==> src/design/dtrm_pkg.sv <==
// Shared types and codes for the direction to rotation matrix block.
// Holds the status codes, the result field width and the sideband flags
// struct. Depends on nothing.
package dtrm_pkg;

    // Width of every matrix entry on the result ports.
    localparam int OUT_W = 16;

    // Status codes reported with each result item.
    localparam logic [1:0] ST_OK   = 2'd0;
    localparam logic [1:0] ST_ZERO = 2'd1;
    localparam logic [1:0] ST_AXIS = 2'd2;

    // Flags that travel alongside the square root cells.
    typedef struct packed {
        logic neg_x;
        logic neg_y;
        logic neg_z;
        logic zero_vec;
        logic on_axis;
    } dtrm_side_t;

endpackage

==> src/design/dtrm_mix.sv <==
// Final stages: applies signs and special cases to the four angle terms,
// forms the rounded products and registers the matrix and status.
// Depends on dtrm_pkg.
module dtrm_mix
    import dtrm_pkg::*;
#(
    parameter int FRAC_BITS = 14
) (
    input  logic                    clk,
    input  logic [FRAC_BITS:0]      q_cy,
    input  logic [FRAC_BITS:0]      q_sy,
    input  logic [FRAC_BITS:0]      q_ca,
    input  logic [FRAC_BITS:0]      q_sa,
    input  dtrm_side_t              side,
    output logic signed [OUT_W-1:0] m00,
    output logic signed [OUT_W-1:0] m01,
    output logic signed [OUT_W-1:0] m02,
    output logic signed [OUT_W-1:0] m10,
    output logic signed [OUT_W-1:0] m11,
    output logic signed [OUT_W-1:0] m12,
    output logic signed [OUT_W-1:0] m20,
    output logic signed [OUT_W-1:0] m21,
    output logic signed [OUT_W-1:0] m22,
    output logic [1:0]              status
);

    localparam int QW = FRAC_BITS + 1;
    localparam int TW = FRAC_BITS + 2;
    localparam int PW = 2 * QW;
    localparam logic [QW-1:0] ONE  = QW'(1) << FRAC_BITS;
    localparam logic [PW-1:0] HALF = PW'(1) << (FRAC_BITS - 1);

    // Term magnitudes and signs, first stage.
    logic [QW-1:0] ca_reg, sa_reg, cy_reg, sy_reg;
    logic          ca_neg_reg, sa_neg_reg, cy_neg_reg;
    logic [1:0]    st1_reg;
    logic          no_az;

    // Products, second stage.
    logic [PW-1:0] p00_reg, p02_reg, p10_reg, p12_reg;
    logic [QW-1:0] ca2_reg, sa2_reg, cy2_reg, sy2_reg;
    logic          ca_neg2_reg, sa_neg2_reg, cy_neg2_reg;
    logic [1:0]    st2_reg;

    // Rounded products, third stage inputs.
    logic [PW-1:0] r00, r02, r10, r12;

    // Signs a magnitude and wraps it onto the result width.
    function automatic logic [OUT_W-1:0] to_out(input logic [QW-1:0] mag, input logic neg);
        logic signed [TW-1:0] v;
        logic signed [31:0]   w;
        v = neg ? -$signed({1'b0, mag}) : $signed({1'b0, mag});
        w = 32'(v);
        return w[OUT_W-1:0];
    endfunction

    // A zero vector takes the identity; on the z axis the azimuth is fixed.
    assign no_az = side.zero_vec | side.on_axis;

    always_ff @(posedge clk)
    begin
        ca_reg     <= no_az ? ONE : q_ca;
        sa_reg     <= no_az ? '0 : q_sa;
        cy_reg     <= side.zero_vec ? ONE : q_cy;
        sy_reg     <= side.zero_vec ? '0 : q_sy;
        ca_neg_reg <= side.neg_x & ~no_az;
        sa_neg_reg <= side.neg_y & ~no_az;
        cy_neg_reg <= side.neg_z & ~side.zero_vec;
        st1_reg    <= side.zero_vec ? ST_ZERO : (side.on_axis ? ST_AXIS : ST_OK);
    end

    // The four products of two terms.
    always_ff @(posedge clk)
    begin
        p00_reg     <= PW'(ca_reg) * PW'(cy_reg);
        p02_reg     <= PW'(ca_reg) * PW'(sy_reg);
        p10_reg     <= PW'(sa_reg) * PW'(cy_reg);
        p12_reg     <= PW'(sa_reg) * PW'(sy_reg);
        ca2_reg     <= ca_reg;
        sa2_reg     <= sa_reg;
        cy2_reg     <= cy_reg;
        sy2_reg     <= sy_reg;
        ca_neg2_reg <= ca_neg_reg;
        sa_neg2_reg <= sa_neg_reg;
        cy_neg2_reg <= cy_neg_reg;
        st2_reg     <= st1_reg;
    end

    // Rounding to the fraction width, ties away from zero on the magnitude.
    always_comb
    begin
        r00 = (p00_reg + HALF) >> FRAC_BITS;
        r02 = (p02_reg + HALF) >> FRAC_BITS;
        r10 = (p10_reg + HALF) >> FRAC_BITS;
        r12 = (p12_reg + HALF) >> FRAC_BITS;
    end

    // Result registers.
    always_ff @(posedge clk)
    begin
        m00    <= to_out(r00[QW-1:0], ca_neg2_reg ^ cy_neg2_reg);
        m01    <= to_out(sa2_reg, ~sa_neg2_reg);
        m02    <= to_out(r02[QW-1:0], ca_neg2_reg);
        m10    <= to_out(r10[QW-1:0], sa_neg2_reg ^ cy_neg2_reg);
        m11    <= to_out(ca2_reg, ca_neg2_reg);
        m12    <= to_out(r12[QW-1:0], sa_neg2_reg);
        m20    <= to_out(sy2_reg, 1'b1);
        m21    <= '0;
        m22    <= to_out(cy2_reg, cy_neg2_reg);
        status <= st2_reg;
    end

endmodule

==> config.mk <==
export PLATFORM = sky130hd
export DESIGN_NAME = dtrm_mix
export DESIGN_NICKNAME = d
export VERILOG_FILES = /design/src/design/dtrm_pkg.sv /design/src/design/dtrm_mix.sv
export SDC_FILE = /design/constraint.sdc
export NUM_CORES = 2
export LEC_CHECK = 0
export ABC_AREA = 0
export BUFFER_PORTS_ARGS = -buffer_cell sky130_fd_sc_hd__buf_2
export CORE_UTILIZATION = 40
export DETAILED_ROUTE_END_ITERATION = 6
export SETUP_SLACK_MARGIN = 0.3
export SLEW_MARGIN = 15
export SYNTH_ARGS = -nofsm -noshare
export SYNTH_HDL_FRONTEND = slang
export SYNTH_SLANG_ARGS = --single-unit
==> constraint.sdc <==
create_clock -name clk -period 7.6 [get_ports clk]
set_clock_uncertainty 0.1 [all_clocks]
set_input_delay 0.38 -clock clk [delete_from_list [all_inputs] [get_ports clk]]
set_output_delay 0.38 -clock clk [all_outputs]
set_load 0.1 [all_outputs]
==> metrics.yaml <==
synthTopCellsByCount: "inv_1, fa_1, and2_1, nand2_1, ha_1"
min_period_ns: 6.63
max_freq_ghz: 0.151
rows: 114
cp_top_family: "adder cells"
avgSynthCellArea_sq_um: 9.27
fin_util_pct: 45.2
r2r_end: "p12_reg[27]$_DFF_P_"
end_kind: "flip-flop"
grt_use_total_pct: 20.3
power.total_mw: 7.79
yosysSeqAreaShare_pct: 16.4
holdWs_ns: 0.0533
setup_violations: 0
drc: 0
grt_pass1_vias: 29000
crit_path_start_kind: "flip-flop"
synth.distinct_cells: 89
finalWeightedCongestion: 0.851
rsz0062_at_grt: "false"
placed_cell_area_sq_mm: 0.0418
grt_antenna_before_repair: 5
ir_drop_uv: 263
grt_max_degree: 38
tightest_slew_ns: 1.10
clock_path_buffers: 3
cp_num_buf_inv: 4
diodes: 0
worstHoldEndpoint: "sy_reg[11]$_SDFF_PP0_"
clk_latency_ns: 0.61
slowest_delay_ns: 0.76
yosysTopAreaCell: "fa_1"
r2r_slack_ns: 0.97
relSlewSlack_pct: 26.5
ys_ff_latch: 324
synth_cells: 4267
numCtsBuffers: 42
worstPathRequired_ns: 7.97
yosysMostFrequentCell: "inv_1"
cts_sinks: 324
ys.warnings.count: 0
p_leak_nw: 22.1
syn_to_final_growth_pct: 11.2
synth-edff-count: 0
hpwlAfterDp_mm: 77.7
nets: 5516
setup_ws_ns: 0.968
finalSetupTns_ns: 0
start_util_pct: 40.7
hold_violations: 0
synth.area.top_cells: "fa_1, dfxtp_1, ha_1"
grt-ovfl-total: 0
cts_resized: 0
cp_max_fo: 15
maxSlewViolCount: 0
path_clk_slew_ns: 0.06
dieWidth_um: 316
core_sq_mm: 0.0973
status: "complete, no violations"
firstDrtPassIters: 5
dieArea_sq_mm: 0.100
synth_flop_cell: "dfxtp_1"
wl_mm: 98.7
drive_above_1_share_pct: 8.81
max_cap_viol_count: 0
worst_ep_arrival_time_ns: 7.01
whs_path_depth: 2
synth_top_area_share_pct: 33.4
avgViaCountPerCell: 4.84
via_count: 27800
post-route-period-util_pct: 87.3
cts_root_buf: "clkbuf_16"
post-place-ws_ns: 0.922
dp_cells: 5599
ios: 212
final_area_sq_mm: 0.0440
slowest_stage: "dfxtp_1"
htreeDepth: 2
io_buffer_count: 195
wl_per_cell_um: 17.2
die_h_um: 316
antenna_left: 0
grt_pass1_wl_mm: 159
netlist_area_sq_mm: 0.0396
reg2regPathDepth: 20
hold_class: "in -> reg"
hp-start: "q_sy[11]"
power_density_mw_per_mm2: 177
cp_cell_sequence: "buf_4, nand2_1, fa_1, fa_1, inv_1, fa_1, fa_1, fa_1, inv_1, fa_1, inv_1, ha_1, a21oi_1, o21ai_0, a31oi_1, o21ai_1, a221o_1, o41ai_2, o21bai_1, xor2_1"
final_cell_count_no_fill: 5739
reg2reg_from: "sy_reg[7]$_SDFF_PP0_"
crit_type: "reg -> reg"
crit_top_cell: "fa_1"
async_flop_share_pct: 0
drtIter0Drc: 1280
cts_tree: "done"
## kinds of logic after synthesis
logic type / after synthesis / synth area share [%]
AND/OR/NAND/NOR: 1354 / 18.2
XOR/XNOR: 252 / 5.58
adder cells (fa/ha/maj): 1020 / 44.8
flip-flops: 324 / 16.4
other: 1 / 0.00948
multiplexers: 9 / 0.234
AO/OA/AOI/OAI: 303 / 4.98
buffers and inverters: 1004 / 9.83
## cells in the final DEF (no fill, tap or decap), types with 7 or more instances in the layout
| cell | n |
|---|---|
| a21o_1 | 30 |
| nor4_1 | 9 |
| dlygate4sd3_1 | 63 |
| xnor2_1 | 175 |
| o31ai_1 | 12 |
| dfxtp_1 | 318 |
| or3_1 | 13 |
| and3_1 | 21 |
| a31oi_1 | 17 |
| mux2i_1 | 7 |
| and2_1 | 578 |
| clkbuf_16 | 43 |
| clkbuf_1 | 7 |
| nor2b_1 | 48 |
| conb_1 | 16 |
| a211oi_1 | 11 |
| fa_1 | 660 |
| nand2_1 | 443 |
| a21oi_1 | 80 |
| o21a_1 | 12 |
| o31a_1 | 7 |
| xor2_1 | 77 |
| o21bai_1 | 10 |
| buf_4 | 85 |
| ha_1 | 360 |
| buf_2 | 195 |
| nand3_1 | 36 |
| bufinv_16 | 8 |
| nor3_1 | 31 |
| a22oi_1 | 7 |
| o21ai_0 | 63 |
| nand2b_1 | 17 |
| o21ai_1 | 7 |
| inv_1 | 764 |
| nand4_1 | 23 |
| nor2_1 | 84 |
## how the worst max path moves through the flow
| stage | endpoint | slack [ns] | from | depth (start not counted) |
|---|---|---|---|---|
| detailed placement | p00_reg[22]$_DFF_P_ | 0.92 | cy_reg[5]$_SDFF_PP0_ | 18 |
| floorplan | p00_reg[22]$_DFF_P_ | 1.56 | cy_reg[0]$_SDFF_PP0_ | 22 |
| global placement | p12_reg[27]$_DFF_P_ | 1.02 | sy_reg[7]$_SDFF_PP0_ | 20 |
| global route | p12_reg[28]$_DFF_P_ | 0.68 | sy_reg[3]$_SDFF_PP0_ | 22 |
| CTS | p00_reg[22]$_DFF_P_ | 0.91 | cy_reg[5]$_SDFF_PP0_ | 18 |
| finish | p12_reg[27]$_DFF_P_ | 0.97 | sy_reg[7]$_SDFF_PP0_ | 20 |
## layer usage
metal  up-vias  part of all wire (%)  wire [um]  global-route usage (%)
met5         -                 0.031         31                       0
met4         4                   1.7       1640                    4.13
met3        85                   6.3       6230                    4.00
met2       653                    44      43500                    31.7
met1     13800                    48      47300                    29.2
li1      13200                     -          -                       -
## cell type report
type	count	area, sq um
Timing Repair Buffer	344	2260
Fill cell	9404	53300
Multi-Input combinational cell	2954	29200
Inverter	764	2870
Tap cell	1276	1600
Sequential cell	324	6490
Clock buffer	54	1160
Clock inverter	23	360
## what timing repair did
item,CTS,global route
hold buffers,63,0
setup buffers,0,0
endpoints found under the hold margin,62,0
endpoints found under the setup margin,0,0
## where the power goes
part           switching [mW]  internal (mW)  total [mW]
clock network           0.842           1.36        2.20
logic                    2.30          0.956        3.26
registers               0.333           2.00        2.33
Note: power is estimated with default switching activity, not from simulation.
