### src/design/dtrm_cell.sv
// One bit step of the ratio square root: decides one bit of
// q = round(ONE * sqrt(num / den)) and registers the running terms.
// Depends on nothing; instantiated in rows by the top level.
module dtrm_cell #(
    parameter int IN_WIDTH  = 16,
    parameter int FRAC_BITS = 14,
    parameter int BIT       = 0
) (
    input  logic                                      clk,
    input  logic [2*FRAC_BITS+2+2*IN_WIDTH-1:0]       num_k,
    input  logic [2*IN_WIDTH-1:0]                     den,
    input  logic [2*FRAC_BITS+2+2*IN_WIDTH-1:0]       acc_a,
    input  logic [FRAC_BITS+1+2*IN_WIDTH-1:0]         acc_b,
    input  logic [FRAC_BITS:0]                        q,
    output logic [2*FRAC_BITS+2+2*IN_WIDTH-1:0]       num_k_out,
    output logic [2*IN_WIDTH-1:0]                     den_out,
    output logic [2*FRAC_BITS+2+2*IN_WIDTH-1:0]       acc_a_out,
    output logic [FRAC_BITS+1+2*IN_WIDTH-1:0]         acc_b_out,
    output logic [FRAC_BITS:0]                        q_out
);

    localparam int SQW = 2 * IN_WIDTH;
    localparam int QW  = FRAC_BITS + 1;
    localparam int AW  = 2 * FRAC_BITS + 2 + SQW;
    localparam int BW  = QW + SQW;

    logic [AW-1:0] a_try;
    logic [BW-1:0] b_try;
    logic [AW+1:0] lhs;
    logic          fit;

    logic [AW-1:0]  num_k_reg;
    logic [SQW-1:0] den_reg;
    logic [AW-1:0]  acc_a_reg;
    logic [BW-1:0]  acc_b_reg;
    logic [QW-1:0]  q_reg;

    // With acc_a = q*q*den and acc_b = q*den, setting bit BIT of q moves
    // both by shifts and adds only. The test is (2q-1)^2 * den <= num_k.
    always_comb
    begin
        a_try = acc_a + (AW'(acc_b) << (BIT + 1)) + (AW'(den) << (2 * BIT));
        b_try = acc_b + (BW'(den) << BIT);
        lhs   = {a_try, 2'b00} - (AW + 2)'({b_try, 2'b00}) + (AW + 2)'(den);
        fit   = (lhs <= {2'b00, num_k});
    end

    // Take the bit when it fits, otherwise pass the terms on unchanged.
    always_ff @(posedge clk)
    begin
        num_k_reg <= num_k;
        den_reg   <= den;
        if (fit)
        begin
            acc_a_reg <= a_try;
            acc_b_reg <= b_try;
            q_reg     <= q | (QW'(1) << BIT);
        end
        else
        begin
            acc_a_reg <= acc_a;
            acc_b_reg <= acc_b;
            q_reg     <= q;
        end
    end

    assign num_k_out = num_k_reg;
    assign den_out   = den_reg;
    assign acc_a_out = acc_a_reg;
    assign acc_b_out = acc_b_reg;
    assign q_out     = q_reg;

endmodule

### config.mk
export PLATFORM = sky130hd
export DESIGN_NAME = dtrm_cell
export DESIGN_NICKNAME = d
export VERILOG_FILES = /design/src/design/dtrm_cell.sv
export SDC_FILE = /design/constraint.sdc
export NUM_CORES = 1
export LEC_CHECK = 0
export BUFFER_PORTS_ARGS = -buffer_cell sky130_fd_sc_hd__buf_2
export CAP_MARGIN = 0
export CORE_UTILIZATION = 50
export CTS_CLUSTER_DIAMETER = 30
export DETAILED_ROUTE_END_ITERATION = 8
export PLACE_DENSITY = 0.85
export SYNTH_ARGS = -nofsm -noshare
export SYNTH_HDL_FRONTEND = slang
export SYNTH_SLANG_ARGS = --single-unit
### constraint.sdc
create_clock -name clk -period 13.8 [get_ports clk]
set_input_delay 3.45 -clock clk [delete_from_list [all_inputs] [get_ports clk]]
set_output_delay 3.45 -clock clk [all_outputs]
set_load 0.1 [all_outputs]
==> results of run 1 <==
cell type report:
type / count / area [µm²] / area share
antenna: 1 / 2.502 / 0.0001138
clock buffer: 52 / 1192 / 0.05422
timing repair buffer: 443 / 2247 / 0.1022
tap: 461 / 576.8 / 0.02623
sequential: 218 / 4364 / 0.1985
inverter: 174 / 653.1 / 0.02970
multi-input combinational: 1589 / 12640 / 0.5750
clock inverter: 27 / 310.3 / 0.01411
layout by cell type (no fill, tap or decap), types with 5 or more instances in the layout:
cell,instances
a211oi_1,15
a21boi_0,6
a21o_1,95
a21oi_1,166
a31oi_1,18
a41oi_1,5
and2_1,13
and3_1,18
buf_2,436
buf_4,6
clkbuf_16,45
clkinvlp_4,5
dfxtp_1,218
fa_1,63
ha_1,238
inv_1,174
inv_6,7
mux2_1,49
mux2_2,6
nand2_1,115
nand2b_1,16
nand3_1,40
nand4_1,48
nor2_1,106
nor2b_1,20
nor3_1,32
nor4_1,7
nor4_2,12
nor4b_2,5
o211ai_1,8
o21a_1,20
o21ai_0,132
o21ai_1,5
o21bai_1,30
o31a_1,5
o31ai_1,31
or2_2,8
or3_1,9
xnor2_1,101
xor2_1,83
stage by stage:
stage          instance area (µm²)  hold WS [ps]  total power, µW  utilization  setup slack [ps]
2_1_floorplan                17970          3478             3405            -              2404
3_3_place_gp                 20490          3553             4105       0.5773             715.8
3_5_place_dp                 20490          3555             4193       0.5773             554.5
4_1_cts                      21990          2982             5288       0.6197              1077
5_1_grt                      21990          2986             5675       0.6198             337.7
6_report                     21990          3007             5321       0.6198             836.7
where the power goes:
group	switching, µW	leakage, µW	total [µW]	internal [µW]
combinational	2330	0.00813	3510	1180
clock	370	0.000728	1070	701
sequential	24.8	0.00184	739	715
total	2730	0.0107	5320	2590
flip-flops by register name (all words and copies together) (netlist names):
register and count:
acc_a_out 62, acc_b_out 47, den_out 32, num_k_out 62, q_out 15
final timing paths:
kind / from / to / slack (ps)
worst max-delay path: den[0] / acc_a_out[23] / 840
worst min-delay path: q[8] / q_out[8] / 3010
metal layers:
metal	vias to the layer above	part of all wire	wire, µm
met3	142	0.072	4207
met1	8155	0.42	24700
met4	0	0.037	2176
li1	8178	-	-
met2	804	0.47	27720
met5	-	0	0
logic make-up (layout without fill, tap and decap cells):
group	Yosys count	in the layout	synth area share
AO/OA/AOI/OAI	578	578	0.2049
AND/OR/NAND/NOR	469	469	0.1366
adder cells (fa/ha/maj)	301	301	0.2359
buffers and inverters	243	696	0.05404
flip-flops	218	218	0.2429
XOR/XNOR	185	185	0.09059
multiplexers	56	56	0.03503
other	0	1	0
==> summary.md, run 1 <==
| Metric | Value |
|---|---|
| GR Util met3 | `0.05317` |
| Reg clk slew, reported paths | `60 ps` |
| CTS tree | `yes` |
| Crit. End Element | `flip-flop` |
| Met1 Use GR | `0.3971` |
| Req. time, crit path | `14150 ps` |
| Slew headroom | `0.2970` |
| Status | `finished, final reports clean` |
| Commonest cells in the netlist | `238 x ha_1, 218 x dfxtp_1, 174 x inv_1, 166 x a21oi_1, 132 x o21ai_0` |
| FF+latch count, synth | `218` |
| Total number of vias | `around 17k` |
| Die area | `36700 µm²` |
| H-tree depth | `2` |
| Fin crit share | `0.9394` |
| Worst Hold Depth | `1` |
| Synth area leaders | `dfxtp_1 24%, ha_1 17%, fa_1 7.0%, xnor2_1 4.9%, a21oi_1 4.6%` |
| HP Class | `input pin to flip-flop` |
| Placed instance count | `2885` |
| Setup TNS | `0 ps` |
| Hold Violations, Final | `0` |
| Routed Antenna Nets | `0` |
| Drc violations | `0` |
| Top FF cell, synth | `dfxtp_1` |
| Crit path max fanout | `67` |
| Peak Freq | `77.14 MHz` |
| Final nets | `~3k` |
| HPWL after DPL | `48490 µm` |
| GRT Total Usage | `0.3142` |
| Area Growth Syn to Fin | `22.39%` |
| Mapped cell area | `17970 µm²` |
| Post-CTS Resized | `0` |
| GPL Wtd Cong | `approximately 0.99` |
| Core area | `35480 µm²` |
| Sequential share of the synthesized area | `0.2429` |
| Final Max Slew Viols | `0` |
| Initial antenna violation count | `1` |
| Boundary Pins | `437` |
| CP Depth | `39` |
| Max incr delay on CP | `550 ps` |
| Actual slew at the worst max-slew pin | `about 1100 ps` |
| Layout cells sized above 1 | `0.2249` |
| GR Util met2 | `0.5272` |
| Die Width | `around 190 µm` |
| Minimum clock period | `12960 ps` |
| First-pass DRT Iterations | `5` |
| CP max-delay cell | `or4_1` |
| Total gr overflow | `0` |
| Hold buffers post-CTS | `0` |
| Rows | `between 60 and 70` |
| Clock Path Buffers | `3` |
| Clk root buf | `clkbuf_16` |
| Syn Inst Count | `2050` |
| Pwr/cell area | `242.0 nW/µm²` |
| Setup Fix Bufs, Post-CTS | `0` |
| Synth area leader | `dfxtp_1` |
| Synth top area share | `0.2429` |
| CP bufs+invs | `4` |
| Non-filler instance count after layout | `2965` |
| Clock sinks | `218` |
| Via density | `5.828` |
| Avg Cell Area, Syn | `8.765 µm²` |
| Number of port buffers | `~440` |
| Height of the chip | `approximately 190 µm` |
| Synth warn | `0` |
| Leak pwr | `between 0.01 and 0.015 µW` |
| Gr busiest metal | `met2` |
| CP top delay family | `compound AO/OA/AOI/OAI gates` |
| Net count after synthesis | `2570` |
| Total Wirelength | `58810 µm` |
| Initial core utilization | `0.5064` |
| Fillers | `around 3.0k` |
| Top cell by count, worst path | `o21ai_0` |
| CTS Buf Count | `43` |
| Routed WL per cell | `19.84 µm` |
| Global-route wire length before repair | `90260 µm` |
| VDD IR max | `between 0.15 and 0.2 mV` |
| CP Class | `input pin to flip-flop` |
| Post-synth EDFFs | `0` |
| Critical path arrival | `13320 ps` |
| Top-count cell post-synth | `ha_1` |
| Asr flop ratio synth | `0` |
| Vias in the first global route | `17.13k` |
| 1st-iter DRT viols | `around 1.2k` |
| Netlist cell types | `76` |
| Max_cap viols | `0` |
| RSZ-0062 raised after global routing | `no` |
| Largest net degree at the start of global routing | `86` |
| Endpoints failing setup | `0` |
| Crit path launch type | `input pin` |
(Power assumes the default switching activity.)
==> run 2, diff against run 1 <==
--- a/config.mk
+++ b/config.mk
@@ -5,12 +5,13 @@
 export SDC_FILE = /design/constraint.sdc
 export NUM_CORES = 1
 export LEC_CHECK = 0
+export ABC_AREA = 1
 export BUFFER_PORTS_ARGS = -buffer_cell sky130_fd_sc_hd__buf_2
 export CAP_MARGIN = 0
-export CORE_UTILIZATION = 50
+export CORE_UTILIZATION = 45
 export CTS_CLUSTER_DIAMETER = 30
 export DETAILED_ROUTE_END_ITERATION = 8
-export PLACE_DENSITY = 0.85
+export PLACE_DENSITY = 0.78
 export SYNTH_ARGS = -nofsm -noshare
 export SYNTH_HDL_FRONTEND = slang
 export SYNTH_SLANG_ARGS = --single-unit
==> run 2 against run 1 <==
Effect of this change:
- critical endpoint is now acc_b_out[29]
- synthesized area rose by 13%
- highest routed layer is now met5
- combinational power rose by 7.4%
- critical path type unchanged
- first-iteration DRC count rose by 74%
- wire length rose by 38%
==> summary.md, run 2 <==
| Metric | Value |
|---|---|
| Status | `finished, final reports clean` |
| Most common cell after layout, fill and taps aside | `nand2_1` |
| Final Max Slew Viols | `0` |
| HPWL after DPL | `between 60000 and 70000 µm` |
| Hold buffers post-CTS | `0` |
| Fin crit share | `0.8633` |
| GRT Total Usage | `0.3473` |
| Main combinational cell family by area after synthesis | `simple AND/OR/NAND/NOR gates` |
| Final nets | `3973` |
| Synth area leaders | `dfxtp_1 21%, ha_1 15%, nand2_1 14%, inv_1 8.4%, fa_1 6.2%` |
| CP max-delay cell | `buf_4` |
| VDD IR max | `between 0.1 and 0.15 mV` |
| Vias in the first global route | `21.80k` |
| CP bufs+invs | `4` |
| Crit path launch type | `input pin` |
| Net count after synthesis | `approximately 3.5k` |
| Pwr/cell area | `231.7 nW/µm²` |
| Avg Cell Area, Syn | `approximately 6.7 µm²` |
| CP Depth | `between 40 and 50` |
| Dpl ws | `1557 ps` |
| Post-synthesis mux area share | `0` |
| CP Class | `input pin to flip-flop` |
| Leak pwr | `0.01295 µW` |
| Max incr delay on CP | `890 ps` |
| Total Wirelength | `81010 µm` |
| Asr flop ratio synth | `0` |
| Critical path arrival | `12430 ps` |
| Compound-Gate Fraction of Synth Area | `0.1298` |
| Fraction of the mapped netlist area in simple logic gates | `0.2830` |
| Clk root buf | `clkbuf_16` |
| Worst Hold Depth | `1` |
| Initial core utilization | `0.4582` |
| FF+latch count, synth | `approximately 220` |
| Initial antenna violation count | `3` |
| Total gr overflow | `0` |
| Top-count cell post-synth | `nand2_1` |
| Adder-cell share of the synthesized area | `0.2088` |
| Core area | `between 40000 and 50000 µm²` |
| Post-synth EDFFs | `0` |
| Layout cells sized above 1 | `0.1599` |
| 1st-iter DRT viols | `2086` |
| GPL Wtd Cong | `1.029` |
| Routed Antenna Nets | `0` |
| Setup WS post-layout | `1886 ps` |
| Synth warn | `0` |
| Height of the chip | `214.4 µm` |
| Area Growth Syn to Fin | `21.76%` |
| Synth area leader | `dfxtp_1` |
| Req. time, crit path | `14320 ps` |
| Peak Freq | `83.94 MHz` |
| Rows | `77` |
| Die Width | `214.4 µm` |
| HP Class | `input pin to flip-flop` |
| Reg clk slew, reported paths | `50 ps` |
| RSZ-0062 raised after global routing | `no` |
| CTS Buf Count | `46` |
| Die area | `~46000 µm²` |
| Commonest cells in the netlist | `755 x nand2_1, 457 x inv_1, 301 x nor2_1, 238 x ha_1, 230 x a21oi_1` |
| Mapped cell area | `20300 µm²` |
| Drc violations | `0` |
| Syn Inst Count | `3012` |
| Sequential share of the synthesized area | `0.2149` |
| Max_cap viols | `0` |
| Crit path max fanout | `110` |
| Total number of vias | `about 22k` |
| Clock Path Buffers | `3` |
| CP top delay family | `simple AND/OR/NAND/NOR gates` |
| Top cell by count, worst path | `nand2_1` |
| Slew headroom | `0.1925` |
| Final Total Pwr | `5727 µW` |
| Largest net degree at the start of global routing | `111` |
| Boundary Pins | `437` |
| Post-CTS Resized | `0` |
| Global-route wire length before repair | `roughly 120000 µm` |
| Minimum clock period | `11910 ps` |
| First-pass DRT Iterations | `6` |
| Netlist cell types | `46` |
| Setup TNS | `0 ps` |
| Routed WL per cell | `19.84 µm` |
| Synth top area share | `0.2149` |
| H-tree depth | `2` |
| Top FF cell, synth | `dfxtp_1` |
| CTS tree | `yes` |
| Via density | `around 5.5` |
| XOR/XNOR Fraction of Synth Area | `0.06341` |
| Fillers | `roughly 4.5k` |
| Actual slew at the worst max-slew pin | `around 1200 ps` |
| Clock sinks | `218` |
| Crit. End Element | `flip-flop` |
| Most frequent cells in the layout | `754 x nand2_1, 457 x inv_1, 436 x buf_2` |
| Number of port buffers | `between 400 and 500` |
| Setup Fix Bufs, Post-CTS | `0` |
| Hold Violations, Final | `0` |
| Endpoints failing setup | `0` |
==> run 2: cell types whose count changed after synthesis, moves of 17 or more <==
cell      delta
nor2b_1     -20
a21o_1      -75
nand4_1     +88
clkbuf_1    -39
nand2_1    +640
inv_1      +283
nor2_1     +195
xnor2_1     -54
o31ai_1     -31
nand3_1     +66
mux2_1      -49
a21oi_1     +64
xor2_1      +17
==> run 2: through the flow <==
step	hold WS (ps)	cell area [µm²]	cells	util
2_1_floorplan	3478	20300	3012	-
3_3_place_gp	3552	23010	3997	0.5192
3_5_place_dp	3554	23010	3997	0.5192
4_1_cts	2955	24720	4082	0.5577
5_1_grt	2958	24720	4084	0.5578
6_report	2976	24720	4084	0.5578
==> run 2: path summary, 6_finish.rpt <==
| check | startpoint | to | slack, ps |
|---|---|---|---|
| hold / removal | q[12] | q_out[12] | 2980 |
| setup / recovery | den[1] | acc_b_out[29] | 1890 |
==> run 2: kinds of logic after synthesis <==
family | count (synthesis)
simple gates | 1362
fa+ha+maj | 301
compound gates | 470
flops | 218
buf+inv | 514
xor+xnor | 147
==> run 2: report_power, final <==
| part | switching [µW] | internal [µW] |
|---|---|---|
| Clock | 396 | 821 |
| Combinational | 2650 | 1120 |
| Sequential | 23.7 | 716 |
==> run 2: metal layers <==
layer / up-vias / GRT usage / share of wire
li1: 10742 / - / -
met5: - / 0 / 0.000099
met3: 207 / 0.05745 / 0.087
met4: 2 / 0.1564 / 0.049
met2: 1150 / 0.5558 / 0.44
met1: 10276 / 0.4580 / 0.42
==> run 2: layout make-up <==
| cell class | count | area (µm²) | share of cell area |
|---|---|---|---|
| tap | 592 | 740.7 | 0.02996 |
| clock inverter | 31 | 467.9 | 0.01893 |
| multi-input combinational | 2280 | 13930 | 0.5636 |
| antenna | 2 | 5.005 | 0.0002024 |
| inverter | 466 | 1749 | 0.07075 |
| sequential | 218 | 4364 | 0.1765 |
| clock buffer | 54 | 1241 | 0.05020 |
| timing repair buffer | 441 | 2220 | 0.08978 |
